$ cat src/hw/rtl/gsbb_ram.sv
module gsbb_ram #(
  parameter int unsigned Width = 8,
  parameter int unsigned Depth = 16
) (
  input  logic                     clk_i,
  input  logic                     we_i,
  input  logic [$clog2(Depth)-1:0] waddr_i,
  input  logic [Width-1:0]         wdata_i,
  input  logic [$clog2(Depth)-1:0] raddr_i,
  output logic [Width-1:0]         rdata_o
);

  logic [Width-1:0] mem_q [Depth];
  logic [Width-1:0] rdata_q;

  always_ff @(posedge clk_i) begin
    if (we_i) begin
      mem_q[waddr_i] <= wdata_i;
    end
    rdata_q <= mem_q[raddr_i];
  end

  assign rdata_o = rdata_q;

endmodule

$ cat config.mk
export PLATFORM = sky130hd
export DESIGN_NAME = gsbb_ram
export DESIGN_NICKNAME = d
export VERILOG_FILES = /design/src/hw/rtl/gsbb_ram.sv
export SDC_FILE = /design/constraint.sdc
export NUM_CORES = 1
export LEC_CHECK = 0
export BUFFER_PORTS_ARGS = -buffer_cell sky130_fd_sc_hd__buf_4
export CORE_ASPECT_RATIO = 1.75
export CORE_MARGIN = 2
export CORE_UTILIZATION = 60
export CTS_CLUSTER_SIZE = 30
export DETAILED_ROUTE_END_ITERATION = 6
export HOLD_SLACK_MARGIN = 0.15
export PLACE_DENSITY = 0.8
export SLEW_MARGIN = 25
export SYNTH_ARGS = -nofsm -noshare
export SYNTH_HDL_FRONTEND = slang
export SYNTH_SLANG_ARGS = --single-unit
$ cat constraint.sdc
create_clock -name clk_i -period 2.2 [get_ports clk_i]
set_input_delay 0.55 -clock clk_i [delete_from_list [all_inputs] [get_ports clk_i]]
set_output_delay 0.55 -clock clk_i [all_outputs]
set_load 0.02 [all_outputs]
After elaboration in Yosys (flattened, before gate mapping)
Memory sizes are Yosys's and may differ from the RTL's. A register that Yosys moved wholly into a read port is not among the register bits.
Index checks and enable logic that the tools add are counted.
{"block": "classes", "add_sub_neg": 0, "div": 0, "eq_ne": 0, "order_cmp": 0, "mul": 0, "n_reduce_logical": 0, "muxes": 2, "n_bitwise": 0, "n_shift": 0}
{"op": "$mux 1", "count": 2}
{"block": "totals", "out_inout_bits": 8, "rom_bits": 0, "mem_count": 1, "latchBits": 0, "reg_bits": 0, "elab_cells": 3, "ramBits": 128, "input_bits": 18}
{"name": "mem_q", "depth": 16, "width": 8, "read_ports": 1, "rd_ports_with_merged_regs": 1, "wr": 1, "line": "13", "source": "logic [Width-1:0] mem_q [Depth];"}

Depth between registers and ports, before layout
Gate-level depths: netlist (run 1).
{"block": "logic_depth", "ltp_word": 2, "depth_mapped": 5, "depth_no_buf": 3}

Worst setup path before layout (run 1)
OpenSTA, ideal clock, no wires.
{"block": "synth_path", "path_type": "input port to flip-flop", "startpoint": "input waddr_i[2]", "endpoint": "memory mem_q[0][0] (enable)", "path_slack_ns": 0.157, "arrival_time_ns": 1.660, "path_stages": 2, "required_time_ns": 1.817, "path_buffers": 0, "setup_time_ns": 0.383, "cell_sequence": "or3b_2 -> nor3_1"}
{"element": "start, declared", "line": "7", "source": "input logic [$clog2(Depth)-1:0] waddr_i,"}
{"element": "end, declared", "line": "13"}
No word-level cell before the write port.

==> summary.txt, run 1 <==
Pwr
  – Leak Pwr: roughly 2.1 nW
  – VDD IR max: 857 uV
  – Pwr Total: around 0.006 W
  – Power Density: between 900 and 1000 nW/um^2

Timing
  – Final Slew Violations: 0
  – TNS Setup: 0 ps
  – RSZ-0062 raised after global routing: no
  – Final Hold Vio Count: 0
  – Final worst path period share: between 70% and 80%
  – Worst Skew: between 6 and 7 ps
  – Final hold slack: 452 ps
  – Min Clock Period, post-route: 1610 ps
  – Slew Limit Headroom: between 70% and 80%
  – Slew at the pin closest to its max-slew limit: 438 ps
  – # setup viols final: 0
  – F_max: around 620 MHz
  – Setup ws final: between 500 and 600 ps

Logic synthesis
  – Post-synthesis instance total: roughly 230
  – FFs w/ async S/R, synth: 0%
  – Mapped Nets: 247
  – Register area share after synthesis: between 70% and 80%
  – Avg Synthesized Cell Area: roughly 22 sq um
  – Ys flop type: edfxtp_1
  – Netlist cell types: 19
  – Yosys reg bits: between 100 and 150
  – Cell Area, Synth: between 5000 and 6000 sq um
  – Yosys Warn Count: 0
  – Dominant cells by area after synthesis: edfxtp_1 (75%), mux4_2 (7.9%), mux4_1 (7.1%)
  – Top cell type's share of synthesized area: about three quarters
  – EDFF count, synth: 128
  – Count leader, synth: edfxtp_1
  – Post-synth top cells: edfxtp_1 (128), mux4_2 (18), a22oi_1 (16)
  – Yosys top cell by area: edfxtp_1

Worst setup path
  – Critical path's largest stage delay: 590 ps
  – CP Data Arrival Time: between 1500 and 2000 ps
  – Critical Path RT: 2480 ps
  – Slowest CP cell: mux4_1
  – Crit. End Element: flop
  – Reg-to-reg critical path startpoint: mem_q[9][5]
  – CP cell instances: buf_4 > buf_12 > mux4_1 > a22oi_1 > nand2_1
  – Setup crit start kind: input port
  – CP Class: in -> reg
  – Critical Path Fanout Max: 17
  – FF-to-FF End: rdata_o[5]
  – Reg2reg setup slack: roughly 860 ps
  – FF-to-FF path depth: 3

Detailed routing
  – Final wirelength: about 9400 um
  – DR vias/cell: about 6.0
  – Post-route DRC: 0
  – Top routing layer in use: met4
  – Iteration-0 DRC Markers: around 160
  – Met3 WL: 427 um
  – Vias: approximately 2.5k
  – Post-DRT Antenna Nets: 0
  – Met1 WL: around 3600 um
  – Avg WL per Cell: 22.8 um
  – Met2 wire len: slightly above 5000 um
  – Initial DRT Pass Iterations: 4

Worst hold path
  – Hold EP: mem_q[6][7]
  – Worst hold path depth: 1
  – Worst Hold Class: in -> reg
  – Worst Hold Launch: wdata_i[7]

GRT
  – Vias in the first global route: approximately 2.6k
  – GRT overflow: 0
  – Tot GR Track Use: a little under a quarter
  – Initial antenna violation count: 0
  – Global-route wire length before repair: between 10000 and 15000 um
  – Largest net degree at the start of global routing: 33

Outcome
  – Status: completed

Floorplan
  – Area of the core: 8310 sq um
  – Initial Util: about three fifths
  – Die ar.: between 9000 and 10000 sq um
  – Chip height: roughly 130 um
  – Ports: 26
  – Row Count: 44
  – Die X: about 74 um

Finish
  – Layout net count: just over 300
  – Layout area overhead: 19.4%
  – N_diodes: 0
  – Utilization after layout: 73.9%
  – Share of cells above drive strength 1: approximately 31%

Clocking
  – CTS Sinks: 136
  – Worst-path clk slew: approximately 50 ps
  – Max clock buf depth: 2
  – # resized after CTS: 0
  – Post-CTS Hold Fix Bufs: 0
  – H-tree depth: 4
  – CTS tree: built
  – Clock root buffer master: clkbuf_16
  – Clock buffer count from CTS: 17
  – Clk Latency, worst-skew pair: 400 ps
  – Post-CTS Setup Bufs: 0

Flow run
  – Max-Cap Viols: 0

Placed design
  – Routability cong.: 0.839
  – Hpwl dp: approximately 6000 um
  – IO Port Bufs: 25
  – Pre-CTS worst setup slack: slightly above 200 ps
worst max-delay path by stage:
stage | startpoint | endpoint | slack [ps] | cells after the start
finish | raddr_i[0] | rdata_o[2] | 590 | 5
global route | raddr_i[0] | rdata_o[2] | 510 | 5
CTS | raddr_i[0] | rdata_o[2] | 600 | 5
detailed placement | raddr_i[0] | rdata_o[2] | 200 | 5
global placement | raddr_i[0] | rdata_o[3] | 230 | 5
floorplan | waddr_i[2] | mem_q[0][0] | 160 | 2
where the power goes:
group | leakage [nW] | switching (W) | internal, W
Combinational | 0.607 | 0.000161 | 0.000135
Clock | 0.283 | 0.000954 | 0.00180
Sequential | 1.22 | 0.0000184 | 0.00290
Total | 2.11 | 0.00113 | 0.00484
registers in the layout, indices dropped and copies added (netlist names):
| register | count |
|---|---|
| mem_q | 128 |
| rdata_o | 8 |
per-stage QoR:
step,cell area (sq um),std cells
2_1_floorplan,5150,229
3_3_place_gp,5560,380
3_5_place_dp,5560,380
4_1_cts,6150,412
5_1_grt,6150,412
6_report,6150,412
worst max-delay path: cells and delay by family:
kind	cells	cell delay (ps)
muxes	1	590
buffers and inverters	2	440
AOI/OAI and AO/OA	1	200
and+or+nand+nor	1	90
layout by cell type (no fill, tap or decap):
cell type	instances
and2b_1	1
and2_1	1
mux4_2	18
clkinv_1	1
clkbuf_16	17
or3b_2	1
nor2_1	13
a22oi_1	16
nor2b_1	1
buf_4	45
nor3_1	4
dfxtp_1	8
clkinv_4	1
nand3_1	1
buf_12	1
nand3b_1	2
mux4_1	14
clkbuf_1	5
nand2b_1	2
edfxtp_1	128
clkbuf_8	1
nand2_1	9
clkinv_2	3
clkinvlp_4	1
bufinv_16	3
area by class of cell:
cell class	instances	area (sq um)
repair buffers	46	358
well taps	115	144
clock inverters	9	125
flip-flops and latches	136	4000
fillers	460	2170
clock buffers	23	458
multi-input cells	83	1060
layer usage:
metal	vias to the layer above	global-route usage, %
met1	1280	28.0
met2	89	37.4
li1	1083	-
met5	-	0
met3	15	7.23
met4	0	9.20
cells by family (layout without fill, tap and decap cells):
logic type,after synthesis,in the layout,synth area share [%]
AO/OA/AOI/OAI,16,16,2.33
buffers and inverters,10,78,1.68
flip-flops,136,136,77.8
multiplexers,32,32,15.0
AND/OR/NAND/NOR,35,35,3.18
(Power assumes the default switching activity.)
==> run 2: changes to the inputs <==
--- a/config.mk
+++ b/config.mk
@@ -8,11 +8,11 @@
 export BUFFER_PORTS_ARGS = -buffer_cell sky130_fd_sc_hd__buf_4
 export CORE_ASPECT_RATIO = 1.75
 export CORE_MARGIN = 2
-export CORE_UTILIZATION = 60
+export CORE_UTILIZATION = 54
 export CTS_CLUSTER_SIZE = 30
 export DETAILED_ROUTE_END_ITERATION = 6
 export HOLD_SLACK_MARGIN = 0.15
-export PLACE_DENSITY = 0.8
+export PLACE_DENSITY = 0.76
 export SLEW_MARGIN = 25
 export SYNTH_ARGS = -nofsm -noshare
 export SYNTH_HDL_FRONTEND = slang
==> constraint.sdc (replaced) <==
create_clock -name clk_i -period 1.4 [get_ports clk_i]
set_input_delay 0.35 -clock clk_i [delete_from_list [all_inputs] [get_ports clk_i]]
set_output_delay 0.35 -clock clk_i [all_outputs]
set_load 0.02 [all_outputs]
==> summary.txt, run 2 (synthesis gave the netlist of run 1 again) <==
Worst setup path
  – Critical Path Fanout Max: 1 (-16)
  – FF-to-FF path depth: 3 (unchanged)
  – Reg2reg setup slack: 90 ps (-770 ps)
  – FF-to-FF End: rdata_o[5]
  – Critical Path RT: 1680 ps (-800 ps)
  – Crit. End Element: flop
  – CP Class: reg -> reg
  – Reg-to-reg critical path startpoint: mem_q[1][5]
  – Setup crit start kind: flop
  – CP Data Arrival Time: 1590 ps (-290 ps)

Timing
  – Final Hold Vio Count: 0 (unchanged)
  – Final Slew Violations: 0 (unchanged)
  – Slew at the pin closest to its max-slew limit: 744 ps (+307 ps)
  – F_max: ~760 MHz
  – Worst Skew: 9.76 ps (+2.98 ps)
  – Min Clock Period, post-route: roughly 1300 ps
  – Final worst path period share: between 90% and 100%
  – RSZ-0062 raised after global routing: no
  – Slew Limit Headroom: 50.3% (-21 points)
  – # setup viols final: 0 (unchanged)

GRT
  – Largest net degree at the start of global routing: 17 (-48%)
  – Global-route wire length before repair: 15100 um (+3.0%)
  – GRT overflow: 0 (unchanged)
  – Tot GR Track Use: 20.9% (-2.0 points)
  – Vias in the first global route: 2640 (+1.7%)
  – Initial antenna violation count: 0 (unchanged)

Worst hold path
  – Worst hold path depth: 1 (unchanged)
  – Worst Hold Class: in -> reg
  – Worst Hold Launch: wdata_i[2]
  – Hold EP: mem_q[14][2]

Finish
  – Share of cells above drive strength 1: 38.0% (+7.4 points)
  – Most frequent cells in the layout: edfxtp_1 (128), buf_4 (45), mux4_2 (29), clkbuf_16 (17), a22oi_1 (16)
  – Fillers: 580 (+26%)
  – Layout net count: 310 (+2.6%)
  – N_diodes: 0 (unchanged)
  – Layout Cells excl Fill: 427 (+3.6%)
  – Final Cell Area: 6270 sq um (+2.1%)
  – Biggest register: mem_q
  – Max reg flops: 128 (unchanged)
  – Commonest non-fill, non-tap cell in the layout: edfxtp_1
  – Layout area overhead: 21.9%

Floorplan
  – Row Count: 47 (+6.8%)
  – Initial Util: 55.1% (-6.9 points)
  – Ports: 26 (unchanged)
  – Die X: 77.8 um (+5.1%)
  – Chip height: 133 um (+5.2%)
  – Die ar.: 10400 sq um (+11%)
  – Area of the core: 9350 sq um (+12%)

Pwr
  – VDD IR max: 1010 uV (+18%)
  – Leak Pwr: 2.13 nW (+0.59%)
  – Switching power: 0.00181 W (+60%)
  – Power Density: 1470 nW/um^2 (+51%)
  – Seq pwr share: 49.8% (+0.9 points)
  – Sw Ratio: 19.7% (+0.70 points)
  – Clock power frac: 44.5% (-1.7 points)
  – Pwr Total: 0.00920 W (+54%)
  – Pint: 0.00739 W (+53%)
  – Comb power frac: 5.7% (+0.7 points)

Clocking
  – # resized after CTS: 0 (unchanged)
  – Worst-path clk slew: 60 ps (about the same)
  – Clk Latency, worst-skew pair: 410 ps (about the same)
  – CTS Sinks: 136 (unchanged)
  – CTS tree: built
  – Max clock buf depth: 2 (unchanged)
  – Post-CTS Setup Bufs: 0 (unchanged)
  – Clock buffer count from CTS: 17 (unchanged)
  – Post-CTS Hold Fix Bufs: 0 (unchanged)
  – Clock root buffer master: clkbuf_16
  – H-tree depth: 4 (unchanged)

Flow run
  – Max-Cap Viols: 0 (unchanged)

Placed design
  – IO Port Bufs: 25 (unchanged)
  – Post-DP Area: 5730 sq um (+2.9%)
  – Placed Cells: 395 (+3.9%)
  – Routability cong.: 0.820 (-2.2%)
  – Hpwl dp: 6610 um (+8.8%)

Detailed routing
  – Avg WL per Cell: 22.9 um (+0.62%)
  – Vias: 2475 (+0.32%)
  – Iteration-0 DRC Markers: 220 (+38%)
  – Post-route DRC: 0 (unchanged)
  – Final wirelength: 9790 um (+4.3%)
  – Post-DRT Antenna Nets: 0 (unchanged)
  – Initial DRT Pass Iterations: 4 (unchanged)
  – DR vias/cell: 5.80 (-3.2%)

Outcome
  – Status: completed
-- run 2: changes by cell type in the layout (fill, tap and decap cells not counted), sizes merged --
cell / delta
clkbuf: -2
clkinv: +2
bufinv: -1
clkinvlp: +1
buf: +8
-- run 2: per-layer routing --
layer / share of wire [%] / vias up / track usage [%]
li1: - / 1088 / -
met1: 36 / 1286 / 24.3
met2: 57 / 88 / 36.1
met3: 5.0 / 13 / 5.35
met4: 2.0 / 0 / 9.92
met5: 0 / - / 0
-- run 2: power by group through the flow --
stage | logic, W | registers, W | clock network (W)
2_1_floorplan | 0.000255 | 0.00469 | 0
3_3_place_gp | 0.000515 | 0.00466 | 0
3_5_place_dp | 0.000530 | 0.00466 | 0
4_1_cts | 0.000533 | 0.00458 | 0.00416
5_1_grt | 0.000563 | 0.00459 | 0.00432
6_report | 0.000524 | 0.00458 | 0.00409
-- run 2: metrics by stage --
stage | utilization (%) | hold slack, ps | TNS (ps) | setup WS, ps
final | 67.1 | 254 | 0 | 88.7
after global placement | 61.2 | 647 | -11210 | -256
after CTS | 67.1 | 239 | 0 | 81.7
after detailed placement | 61.2 | 656 | -12980 | -312
after global routing | 67.1 | 256 | 0 | 4.92
after floorplan | - | 449 | -530 | -53.0
-- run 2: layout make-up --
cell class	count	area [sq um]	share of cell area, %
Sequential cell	136	4000	63.8
Tap cell	122	153	2.43
Timing Repair Buffer	54	518	8.26
Multi-Input combinational cell	83	1050	16.8
Clock buffer	21	440	7.02
Clock inverter	11	106	1.70
-- run 2: critical path, stage by stage, from the launching register on --
cell and delay [ps]:
edfxtp_1 370, mux4_2 460, a22oi_1 260, nand2_1 90
-- run 2: worst max-delay path by stage --
stage	startpoint	end	slack, ps	cells after the start
floorplan	waddr_i[2]	mem_q[0][0]	-50	2
global placement	raddr_i[0]	rdata_o[3]	-260	5
detailed placement	raddr_i[0]	rdata_o[3]	-310	5
CTS	mem_q[1][5]	rdata_o[5]	80	3
global route	mem_q[3][7]	rdata_o[7]	5	3
finish	mem_q[1][5]	rdata_o[5]	90	3
