## src/hw/rtl/gsbb_pkg.sv

```systemverilog
package gsbb_pkg;

  localparam int unsigned MaxWidth  = 1024;
  localparam int unsigned MaxHeight = 4096;
  localparam int unsigned MaxRadius = 7;
  localparam int unsigned Lines     = 2 * MaxRadius + 1;

  localparam int unsigned PixW   = 8;
  localparam int unsigned SlotW  = 4;
  localparam int unsigned RadW   = 3;
  localparam int unsigned CntW   = 4;
  localparam int unsigned AccW   = 12;
  localparam int unsigned RecipW = 17;
  localparam int unsigned FracW  = 16;
  localparam int unsigned ProdW  = AccW + RecipW;

  localparam int unsigned CfgIdxW  = 2;
  localparam int unsigned CfgDataW = 13;

  typedef enum logic [CfgIdxW-1:0] {
    CfgWidth  = 2'd0,
    CfgHeight = 2'd1,
    CfgKernel = 2'd2
  } cfg_idx_e;

  typedef enum logic [3:0] {
    StIdle, StGrayB, StGrayG, StGrayR, StGrayMul, StGrayWr,
    StHSet, StHAcc, StHMul, StHWr, StCount,
    StVChk, StVRd, StVAdd, StVMul, StVOut
  } state_e;

  typedef struct packed {
    logic            clr;
    logic            add;
    logic            mul;
    logic [PixW-1:0] data;
  } avg_ctrl_t;

  // ceil(2^16 / d); exact truncating quotient for every dividend below 4096.
  function automatic logic [RecipW-1:0] recip(logic [CntW-1:0] d);
    logic [RecipW-1:0] m;
    case (d)
      4'd1:    m = 17'd65536;
      4'd2:    m = 17'd32768;
      4'd3:    m = 17'd21846;
      4'd4:    m = 17'd16384;
      4'd5:    m = 17'd13108;
      4'd6:    m = 17'd10923;
      4'd7:    m = 17'd9363;
      4'd8:    m = 17'd8192;
      4'd9:    m = 17'd7282;
      4'd10:   m = 17'd6554;
      4'd11:   m = 17'd5958;
      4'd12:   m = 17'd5462;
      4'd13:   m = 17'd5042;
      4'd14:   m = 17'd4682;
      4'd15:   m = 17'd4370;
      default: m = '0;
    endcase
    return m;
  endfunction

  // Steps a slot number back by k, modulo Lines.
  function automatic logic [SlotW-1:0] slot_back(logic [SlotW-1:0] s, logic [RadW-1:0] k);
    logic [SlotW-1:0] r;
    if (s >= SlotW'(k)) begin
      r = s - SlotW'(k);
    end else begin
      r = s + (SlotW'(Lines) - SlotW'(k));
    end
    return r;
  endfunction

  function automatic logic [SlotW-1:0] slot_next(logic [SlotW-1:0] s);
    logic [SlotW-1:0] r;
    if (s == SlotW'(Lines - 1)) begin
      r = '0;
    end else begin
      r = s + SlotW'(1);
    end
    return r;
  endfunction

endpackage

```

## src/hw/rtl/gsbb_avg.sv

```systemverilog
module gsbb_avg (
  input  logic                        clk_i,
  input  logic                        rst_ni,
  input  gsbb_pkg::avg_ctrl_t         ctrl_i,
  output logic [gsbb_pkg::PixW-1:0]   quot_o
);

  logic [gsbb_pkg::AccW-1:0]  acc_q, acc_d, acc_base;
  logic [gsbb_pkg::CntW-1:0]  cnt_q, cnt_d, cnt_base;
  logic [gsbb_pkg::ProdW-1:0] prod_q, prod_d;

  // Accumulate a window, then divide by its count with a reciprocal multiply.
  always_comb begin
    acc_base = ctrl_i.clr ? '0 : acc_q;
    cnt_base = ctrl_i.clr ? '0 : cnt_q;
    acc_d    = acc_base + (ctrl_i.add ? gsbb_pkg::AccW'(ctrl_i.data) : '0);
    cnt_d    = cnt_base + (ctrl_i.add ? gsbb_pkg::CntW'(1) : '0);
    prod_d   = gsbb_pkg::ProdW'(acc_q) * gsbb_pkg::ProdW'(gsbb_pkg::recip(cnt_q));
  end

  always_ff @(posedge clk_i or negedge rst_ni) begin
    if (!rst_ni) begin
      cnt_q <= '0;
    end else begin
      cnt_q <= cnt_d;
    end
  end

  always_ff @(posedge clk_i) begin
    acc_q <= acc_d;
    if (ctrl_i.mul) begin
      prod_q <= prod_d;
    end
  end

  assign quot_o = prod_q[gsbb_pkg::FracW +: gsbb_pkg::PixW];

endmodule

```

## config.mk

```make
export PLATFORM = sky130hd
export DESIGN_NAME = gsbb_avg
export DESIGN_NICKNAME = d
export VERILOG_FILES = /design/src/hw/rtl/gsbb_pkg.sv /design/src/hw/rtl/gsbb_avg.sv
export SDC_FILE = /design/constraint.sdc
export NUM_CORES = 1
export LEC_CHECK = 0
export BUFFER_PORTS_ARGS = -buffer_cell sky130_fd_sc_hd__buf_2
export CAP_MARGIN = 15
export CORE_MARGIN = 4
export CORE_UTILIZATION = 53
export DETAILED_ROUTE_END_ITERATION = 7
export PLACE_DENSITY = 0.66
export SYNTH_ARGS = -nofsm -noshare
export SYNTH_HDL_FRONTEND = slang
export SYNTH_SLANG_ARGS = --single-unit
```

## constraint.sdc

```tcl
create_clock -name clk_i -period 6.95 [get_ports clk_i]
set_input_delay 1.0425 -clock clk_i [delete_from_list [all_inputs] [get_ports clk_i]]
set_output_delay 1.0425 -clock clk_i [all_outputs]
set_load 0.02 [all_outputs]
```

-- After elaboration in Yosys (flattened, before gate mapping)
Memory sizes are Yosys's and may differ from the RTL's.
Cells that the tools add are included.
- add/subtract/negate cells: 2
- multiply operators: 1
- mux-type cells: 4
- operator list (cell ; number):
    12-bit by 17-bit multiplier with 24-bit output ; 1
    12-bit by 8-bit adder with 12-bit output ; 1
    12-bit 2-to-1 mux ; 1
    8-bit 2-to-1 mux ; 1
    4-bit by 1-bit adder with 4-bit output ; 1
    4-bit 2-to-1 mux ; 1
    1-bit 2-to-1 mux ; 1
- bits in registers: 40
- memory bits (read-only): 272
- input port bits: 13
- memories kept: 1
- memories (memory ; depth ; width ; rd ports ; clocked after Yosys merged registers in ; wr ports ; line ; RTL):
    (no name shown) ; 16 ; 17 ; 1 ; 0 ; 0 ; gsbb_pkg.sv:42 ; case (d)

-- Depth between registers and ports, before layout
Gate-level depths: netlist of run 1.
- depth in word-level cells: 2
- depth in mapped cells: 24
- mapped depth without buffers: 23

-- Worst setup path before layout of run 1
Ideal clock, no wire load.
- path kind: register -> register
- start point: reg cnt_q[0] in the netlist's numbering
- end point: reg prod_q[23] in the netlist's numbering, data pin
- library setup time: 0.260 ns
- data arrival time: 5.357 ns
- setup slack: 1.333 ns
- cell stages (with the launch flop): 22
- path buffers: 1
- period minus slack after synthesis: 5.617 ns
- path through: dfrtp_1 -> inv_1 -> ha_1 -> nand2_1 -> a31oi_1 -> clkbuf_1 -> nand2_1 -> fa_1 -> inv_1 -> fa_1 -> fa_1 -> fa_1 -> inv_1 -> fa_1 -> inv_1 -> ha_1 -> nand4_1 -> nor3_1 -> nor4_1 -> a21oi_2 -> a41oi_1 -> xnor2_1
- longest elaborated chain between the ends: 2
- ends and longest elaborated chain (item ; line ; RTL):
    start: declaration ; gsbb_avg.sv:9 ; logic [gsbb_pkg::CntW-1:0] cnt_q, cnt_d, cnt_base;
    start signal: assignment ; gsbb_avg.sv:25 ; cnt_q <= cnt_d;
    memory 16 x 17 bit ; -- ;
    12-bit by 17-bit multiplier with 24-bit output ; gsbb_avg.sv:18 ; prod_d = gsbb_pkg::ProdW'(acc_q) * gsbb_pkg::ProdW'(gsbb_pkg::recip(cnt_q));
    via prod_d, one bit ; gsbb_avg.sv:10 ; logic [gsbb_pkg::ProdW-1:0] prod_q, prod_d;
    end signal: assignment ; gsbb_avg.sv:32 ; prod_q <= prod_d;
    end: declaration ; gsbb_avg.sv:10 ;
The timed path passes the listed nets, and every way through them passes these cells.
A chain may end at the register's enable or synchronous reset.

-- Final worst setup path of run 1
- start point: reg cnt_q[2] in the netlist's numbering
- end point: reg prod_q[23] in the netlist's numbering, data pin
The elaborated chain is that of the path after synthesis.

==> results_dict.tcl, run 1 <==
set metrics [dict create \
    yosysSeqAreaShare_pct 8.239 \
    finalCriticalPeriod_ns 6.396 \
    ff2ff_setup_slack_ns 0.55 \
    fmax_mhz 156.4 \
    syn_inst 813 \
    htree_levels 1 \
    holdCritPathClass "in2async" \
    fp.dieArea_sq_um 15200 \
    postCtsResizedCells 0 \
    die_w_um 123.3 \
    ys_warn_count 0 \
    finalMaxSlewViolations 0 \
    grt_pass1_vias 5574 \
    clk_pin_slew_ns 0.07 \
    crit_start "cnt_q[2]" \
    core_sq_um 12820 \
    async_reset_ff_share_pct 16.67 \
    wire_per_inst_um 15.45 \
    cts_made_buffers 3 \
    end_kind "flip-flop" \
    clock_sinks 24 \
    power.density_nw_per_um2 125.4 \
    path_common_cell "fa_1" \
    timing.final.crit_share_pct 92.02 \
    ctsLongestPathBuffers 2 \
    fin_nets 1024 \
    numPlacedInstances 978 \
    synth_edf_count 8 \
    layout_commonest_cell "inv_1" \
    grt-ovfl-total 0 \
    drcViolationCount 0 \
    vdd_drop_max_uv 79.22 \
    crit_family "adder cells" \
    num_io_pins 21 \
    worst_pin_slew_ns 0.8423 \
    status "complete, no violations" \
    timing.rr.start "cnt_q[2]" \
    r2r-end "prod_q[23]" \
    maxCapViolCount 0 \
    hold_viol_final 0 \
    wl_um 15170 \
    fillCellCount 1210 \
    gp_congestion 0.8419 \
    rr_worst_depth 18 \
    row_count 41 \
    synth_area_sq_um 7047 \
    firstDrtPassIters 4 \
    start_kind "flip-flop" \
    vias 5121 \
    grt_pass1_wl_um 26830 \
    start_util_pct 54.95 \
    crit_fanout 22 \
    crit_chain "and3b_1 > a21o_1 > nand2_1 > fa_1 > fa_1 > fa_1 > inv_1 > fa_1 > inv_1 > fa_1 > inv_1 > ha_1 > a21oi_1 > nor3_1 > nor4_1 > a21oi_2 > a41oi_1 > xnor2_1" \
    clkLatencyLatePin_ns 0.27 \
    setup_viol 0 \
    groute.usage.overall_pct 22.57 \
    die_h_um 123.3 \
    dpl.hpwl_um 12120 \
    drt.antenna.violating_nets 0 \
    cp_num_buf_inv 3 \
    slowest_stage "dfrtp_1" \
    rsz0062_at_grt "no" \
    mostFrequentLayoutCells "inv_1 (188), nand2_1 (156), fa_1 (142), and2_1 (66), ha_1 (58)" \
    area_growth_pct 4.759 \
    hold_buffers 0 \
    vias_per_cell 5.215 \
    critPathKind "reg2reg" \
    p_leak_nw 3.804 \
    drtIter0Drc 245 \
    cts_tree "built" \
    fin_cells 982 \
    arrival_ns 6.41 \
    cts_root_buffer "clkbuf_16" \
    required_ns 6.97 \
    fin_setup_tns_ns 0 \
    drive_gt1_share_pct 6.420 \
    num_antenna_cells 0 \
    syn_area_per_cell_sq_um 8.668 \
    post_cts_buffers 0 \
    ys_seq_elements 24 \
    synth_flop_cell "dfxtp_1" \
    portBuffers 20 \
    worst_path_largest_cell_delay_ns 0.79 \
    antenna_found_initial 0 \
    grt_max_degree 23 \
    syn_nets 1026 \
    finalClockSkew_ns 0.003627 \
    synth_cell_type_count 59 \
    slew_headroom_pct 43.77 \
]
## worst max path at each step
stage	end	slack, ns	depth (start not counted)
floorplan	prod_q[23]	1.33	21
global placement	prod_q[23]	0.80	18
detailed placement	prod_q[23]	0.63	18
CTS	prod_q[23]	0.60	18
global route	prod_q[23]	0.22	18
finish	prod_q[23]	0.55	18
## cells in the mapped netlist (all sizes together) (5+ instances only)
master,count,share of area (%)
nor2b,12,1.1
inv,188,10
and2,67,5.9
a21oi,13,0.98
buf,15,1.1
o21a,5,0.53
nand2,156,8.3
edfxtp,8,3.4
nor2,13,0.69
clkbuf,24,1.3
a21o,7,0.75
dfxtp,12,3.4
xor2,6,0.75
fa,142,40
nand2b,5,0.55
o21ai,13,0.92
xnor2,20,2.6
ha,58,10
## logic make-up (layout without fill, tap and decap cells)
family / after synthesis / count (layout) / share of synthesized area [%]
XOR/XNOR: 26 / 26 / 3.338
buffers and inverters: 227 / 224 / 12.43
multiplexers: 6 / 6 / 0.9233
adder cells (fa/ha/maj): 200 / 200 / 50.64
flip-flops: 24 / 24 / 8.239
AND/OR/NAND/NOR: 271 / 271 / 18.59
AO/OA/AOI/OAI: 59 / 59 / 5.842
## routing by layer
metal	up-vias	wire length [um]	GRT usage (%)
li1	2387	-	-
met1	2590	6430	29.43
met2	113	7813	39.96
met3	31	448	1.189
met4	0	481	8.235
met5	-	0	0
## final cells by class
type	instances	area [sq um]	share of cell area [%]
clock buffer	4	100.1	1.356
multi-input combinational	562	5590	75.73
tap	172	215.2	2.915
sequential	24	580.6	7.864
timing repair buffer	32	190.2	2.576
inverter	188	705.7	9.559
## metrics by stage
stage	hold slack, ns	total power [mW]	setup slack, ns	utilization (%)	cell area (sq um)
final	0.5653	0.9256	0.5545	57.56	7382
after global routing	0.5698	1.017	0.2179	57.56	7382
after CTS	0.5671	0.9377	0.6013	57.56	7382
after detailed placement	0.6599	0.7726	0.6295	56.78	7282
after global placement	0.6523	0.7580	0.8005	56.78	7282
after floorplan	0.4879	0.6154	1.333	-	7047
## registers in the layout, indices dropped and copies added (netlist names)
signal	count
acc_q	12
cnt_q	4
prod_q	8
## where the power goes
part	leakage (nW)	internal, mW	switching [mW]
clock	0.0493	0.100	0.0599
sequential	0.234	0.179	0.0893
combinational	3.52	0.206	0.291
Note: power is estimated with default switching activity, not from simulation.
==> run 2, diff against run 1 <==
--- a/config.mk
+++ b/config.mk
@@ -9,6 +9,7 @@
 export CAP_MARGIN = 15
 export CORE_MARGIN = 4
 export CORE_UTILIZATION = 53
+export CTS_BUF_LIST = sky130_fd_sc_hd__clkbuf_4 sky130_fd_sc_hd__clkbuf_8
 export DETAILED_ROUTE_END_ITERATION = 7
 export PLACE_DENSITY = 0.66
 export SYNTH_ARGS = -nofsm -noshare
==> results_dict.tcl, run 2 (synthesis gave the netlist of run 1 again) <==
set metrics [dict create \
    status "complete, no violations" \
    core_sq_um 12820 \
    timing.final.crit_share_pct 91.69 \
    use_met3_pct 1.235 \
    fin_nets 1024 \
    use_met1_pct 29.43 \
    antenna_found_initial 0 \
    worst_pin_slew_ns 0.8578 \
    start_util_pct 54.95 \
    finalClockSkew_ns 0.007023 \
    total_power_uw 899.4 \
    drcViolationCount 0 \
    fin_setup_tns_ns 0 \
    start_kind "flip-flop" \
    die_w_um 123.3 \
    cts_tree "built" \
    crit_start "cnt_q[2]" \
    clkLatencyLatePin_ns 0.29 \
    post_cts_buffers 0 \
    finalCriticalPeriod_ns 6.372 \
    firstDrtPassIters 5 \
    slew_headroom_pct 42.74 \
    grt_max_degree 23 \
    cts_made_buffers 3 \
    power.density_nw_per_um2 122.3 \
    fmax_mhz 156.9 \
    wl_um 15230 \
    clockPowerShare_pct 14.9 \
    timing.rr.start "cnt_q[2]" \
    global_route.usage.met2_pct 39.86 \
    critPathKind "reg2reg" \
    largest-register "acc_q" \
    gp_congestion 0.8419 \
    cts_root_buffer "clkbuf_8" \
    grt_pass1_vias 5576 \
    portBuffers 20 \
    arrival_ns 6.42 \
    swShare_pct 48.63 \
    hold_buffers 0 \
    pwr-share-seq_pct 29.8 \
    grt_pass1_wl_um 26850 \
    vias_per_cell 5.225 \
    vdd_drop_max_uv 70.17 \
    drive_gt1_share_pct 6.420 \
    row_count 41 \
    finalMaxSlewViolations 0 \
    top_usage_layer "met2" \
    dpl.hpwl_um 12120 \
    clock_sinks 24 \
    wire_per_inst_um 15.51 \
    largest_reg_flops 12 \
    rr_worst_depth 18 \
    ctsLongestPathBuffers 2 \
    worst_hold_slack_ns 0.5429 \
    setup_viol 0 \
    htree_levels 1 \
    clk_pin_slew_ns 0.10 \
    p_leak_nw 3.791 \
    rsz0062_at_grt "no" \
    maxCapViolCount 0 \
    p_int_uw 462.0 \
    drt.antenna.violating_nets 0 \
    reg_top3 "acc_q (12), prod_q (8), cnt_q (4)" \
    utilization_pct 57.34 \
    vias 5131 \
    r2r-end "prod_q[23]" \
    area_growth_pct 4.350 \
    end_kind "flip-flop" \
    layout_commonest_cell "inv_1" \
    groute.usage.overall_pct 22.63 \
    drtIter0Drc 294 \
    num_io_pins 21 \
    p_comb_share_pct 55.4 \
    required_ns 7.00 \
    num_antenna_cells 0 \
    ff2ff_setup_slack_ns 0.58 \
    grt-ovfl-total 0 \
    mostFrequentLayoutCells "inv_1 (188), nand2_1 (156), fa_1 (142), and2_1 (66), ha_1 (58)" \
    die_h_um 123.3 \
    postCtsResizedCells 0 \
    holdCritPathClass "in2async" \
    crit_fanout 22 \
    power_switching_uw 437.3 \
    fp.dieArea_sq_um 15200 \
    hold_viol_final 0 \
]
-- run 2: cell types whose count changed in the layout (fill, tap and decap cells not counted) --
| cell | delta |
|---|---|
| clkbuf_16 | -4 |
| bufinv_16 | +1 |
| clkbuf_8 | +3 |
-- run 2: power groups by stage --
stage	Clock, mW	Sequential, mW	Combinational (mW)
5_1_grt	0.139	0.273	0.578
3_3_place_gp	0	0.269	0.489
4_1_cts	0.136	0.267	0.509
6_report	0.134	0.268	0.498
3_5_place_dp	0	0.269	0.504
2_1_floorplan	0	0.210	0.405
-- run 2: worst max-delay path by stage --
stage | to | cells after the start | slack [ns]
floorplan | prod_q[23] | 21 | 1.33
global route | prod_q[23] | 18 | 0.19
CTS | prod_q[23] | 18 | 0.59
global placement | prod_q[23] | 18 | 0.80
detailed placement | prod_q[23] | 18 | 0.63
finish | prod_q[23] | 18 | 0.58
-- run 2: per-stage QoR --
stage | worst slack (ns) | instance area [sq um] | cells
5_1_grt | 0.1894 | 7353 | 982
6_report | 0.5778 | 7353 | 982
2_1_floorplan | 1.333 | 7047 | 813
3_5_place_dp | 0.6295 | 7282 | 978
4_1_cts | 0.5899 | 7353 | 982
3_3_place_gp | 0.8005 | 7282 | 978
-- run 2: per-layer routing --
| metal | wire, um | up-vias |
|---|---|---|
| li1 | - | 2391 |
| met1 | 6377 | 2590 |
| met2 | 7789 | 115 |
| met3 | 499 | 35 |
| met4 | 567 | 0 |
| met5 | 0 | - |
-- run 2: critical path, cell delays in order, from the launching register on --
cell and delay, ns:
dfrtp_1 0.80, and3b_1 0.51, a21o_1 0.44, nand2_1 0.16, fa_1 0.60, fa_1 0.44, fa_1 0.54, inv_1 0.05
fa_1 0.47, inv_1 0.05, fa_1 0.47, inv_1 0.05, ha_1 0.31, a21oi_1 0.15, nor3_1 0.08, nor4_1 0.46
a21oi_2 0.17, a41oi_1 0.26, xnor2_1 0.08
-- run 2: layout make-up --
class | count | area (sq um)
Timing Repair Buffer | 32 | 190.2
Sequential cell | 24 | 580.6
Multi-Input combinational cell | 562 | 5590
Inverter | 188 | 705.7
Clock buffer | 3 | 41.29
Fill cell | 1217 | 5472
Clock inverter | 1 | 30.03
Tap cell | 172 | 215.2
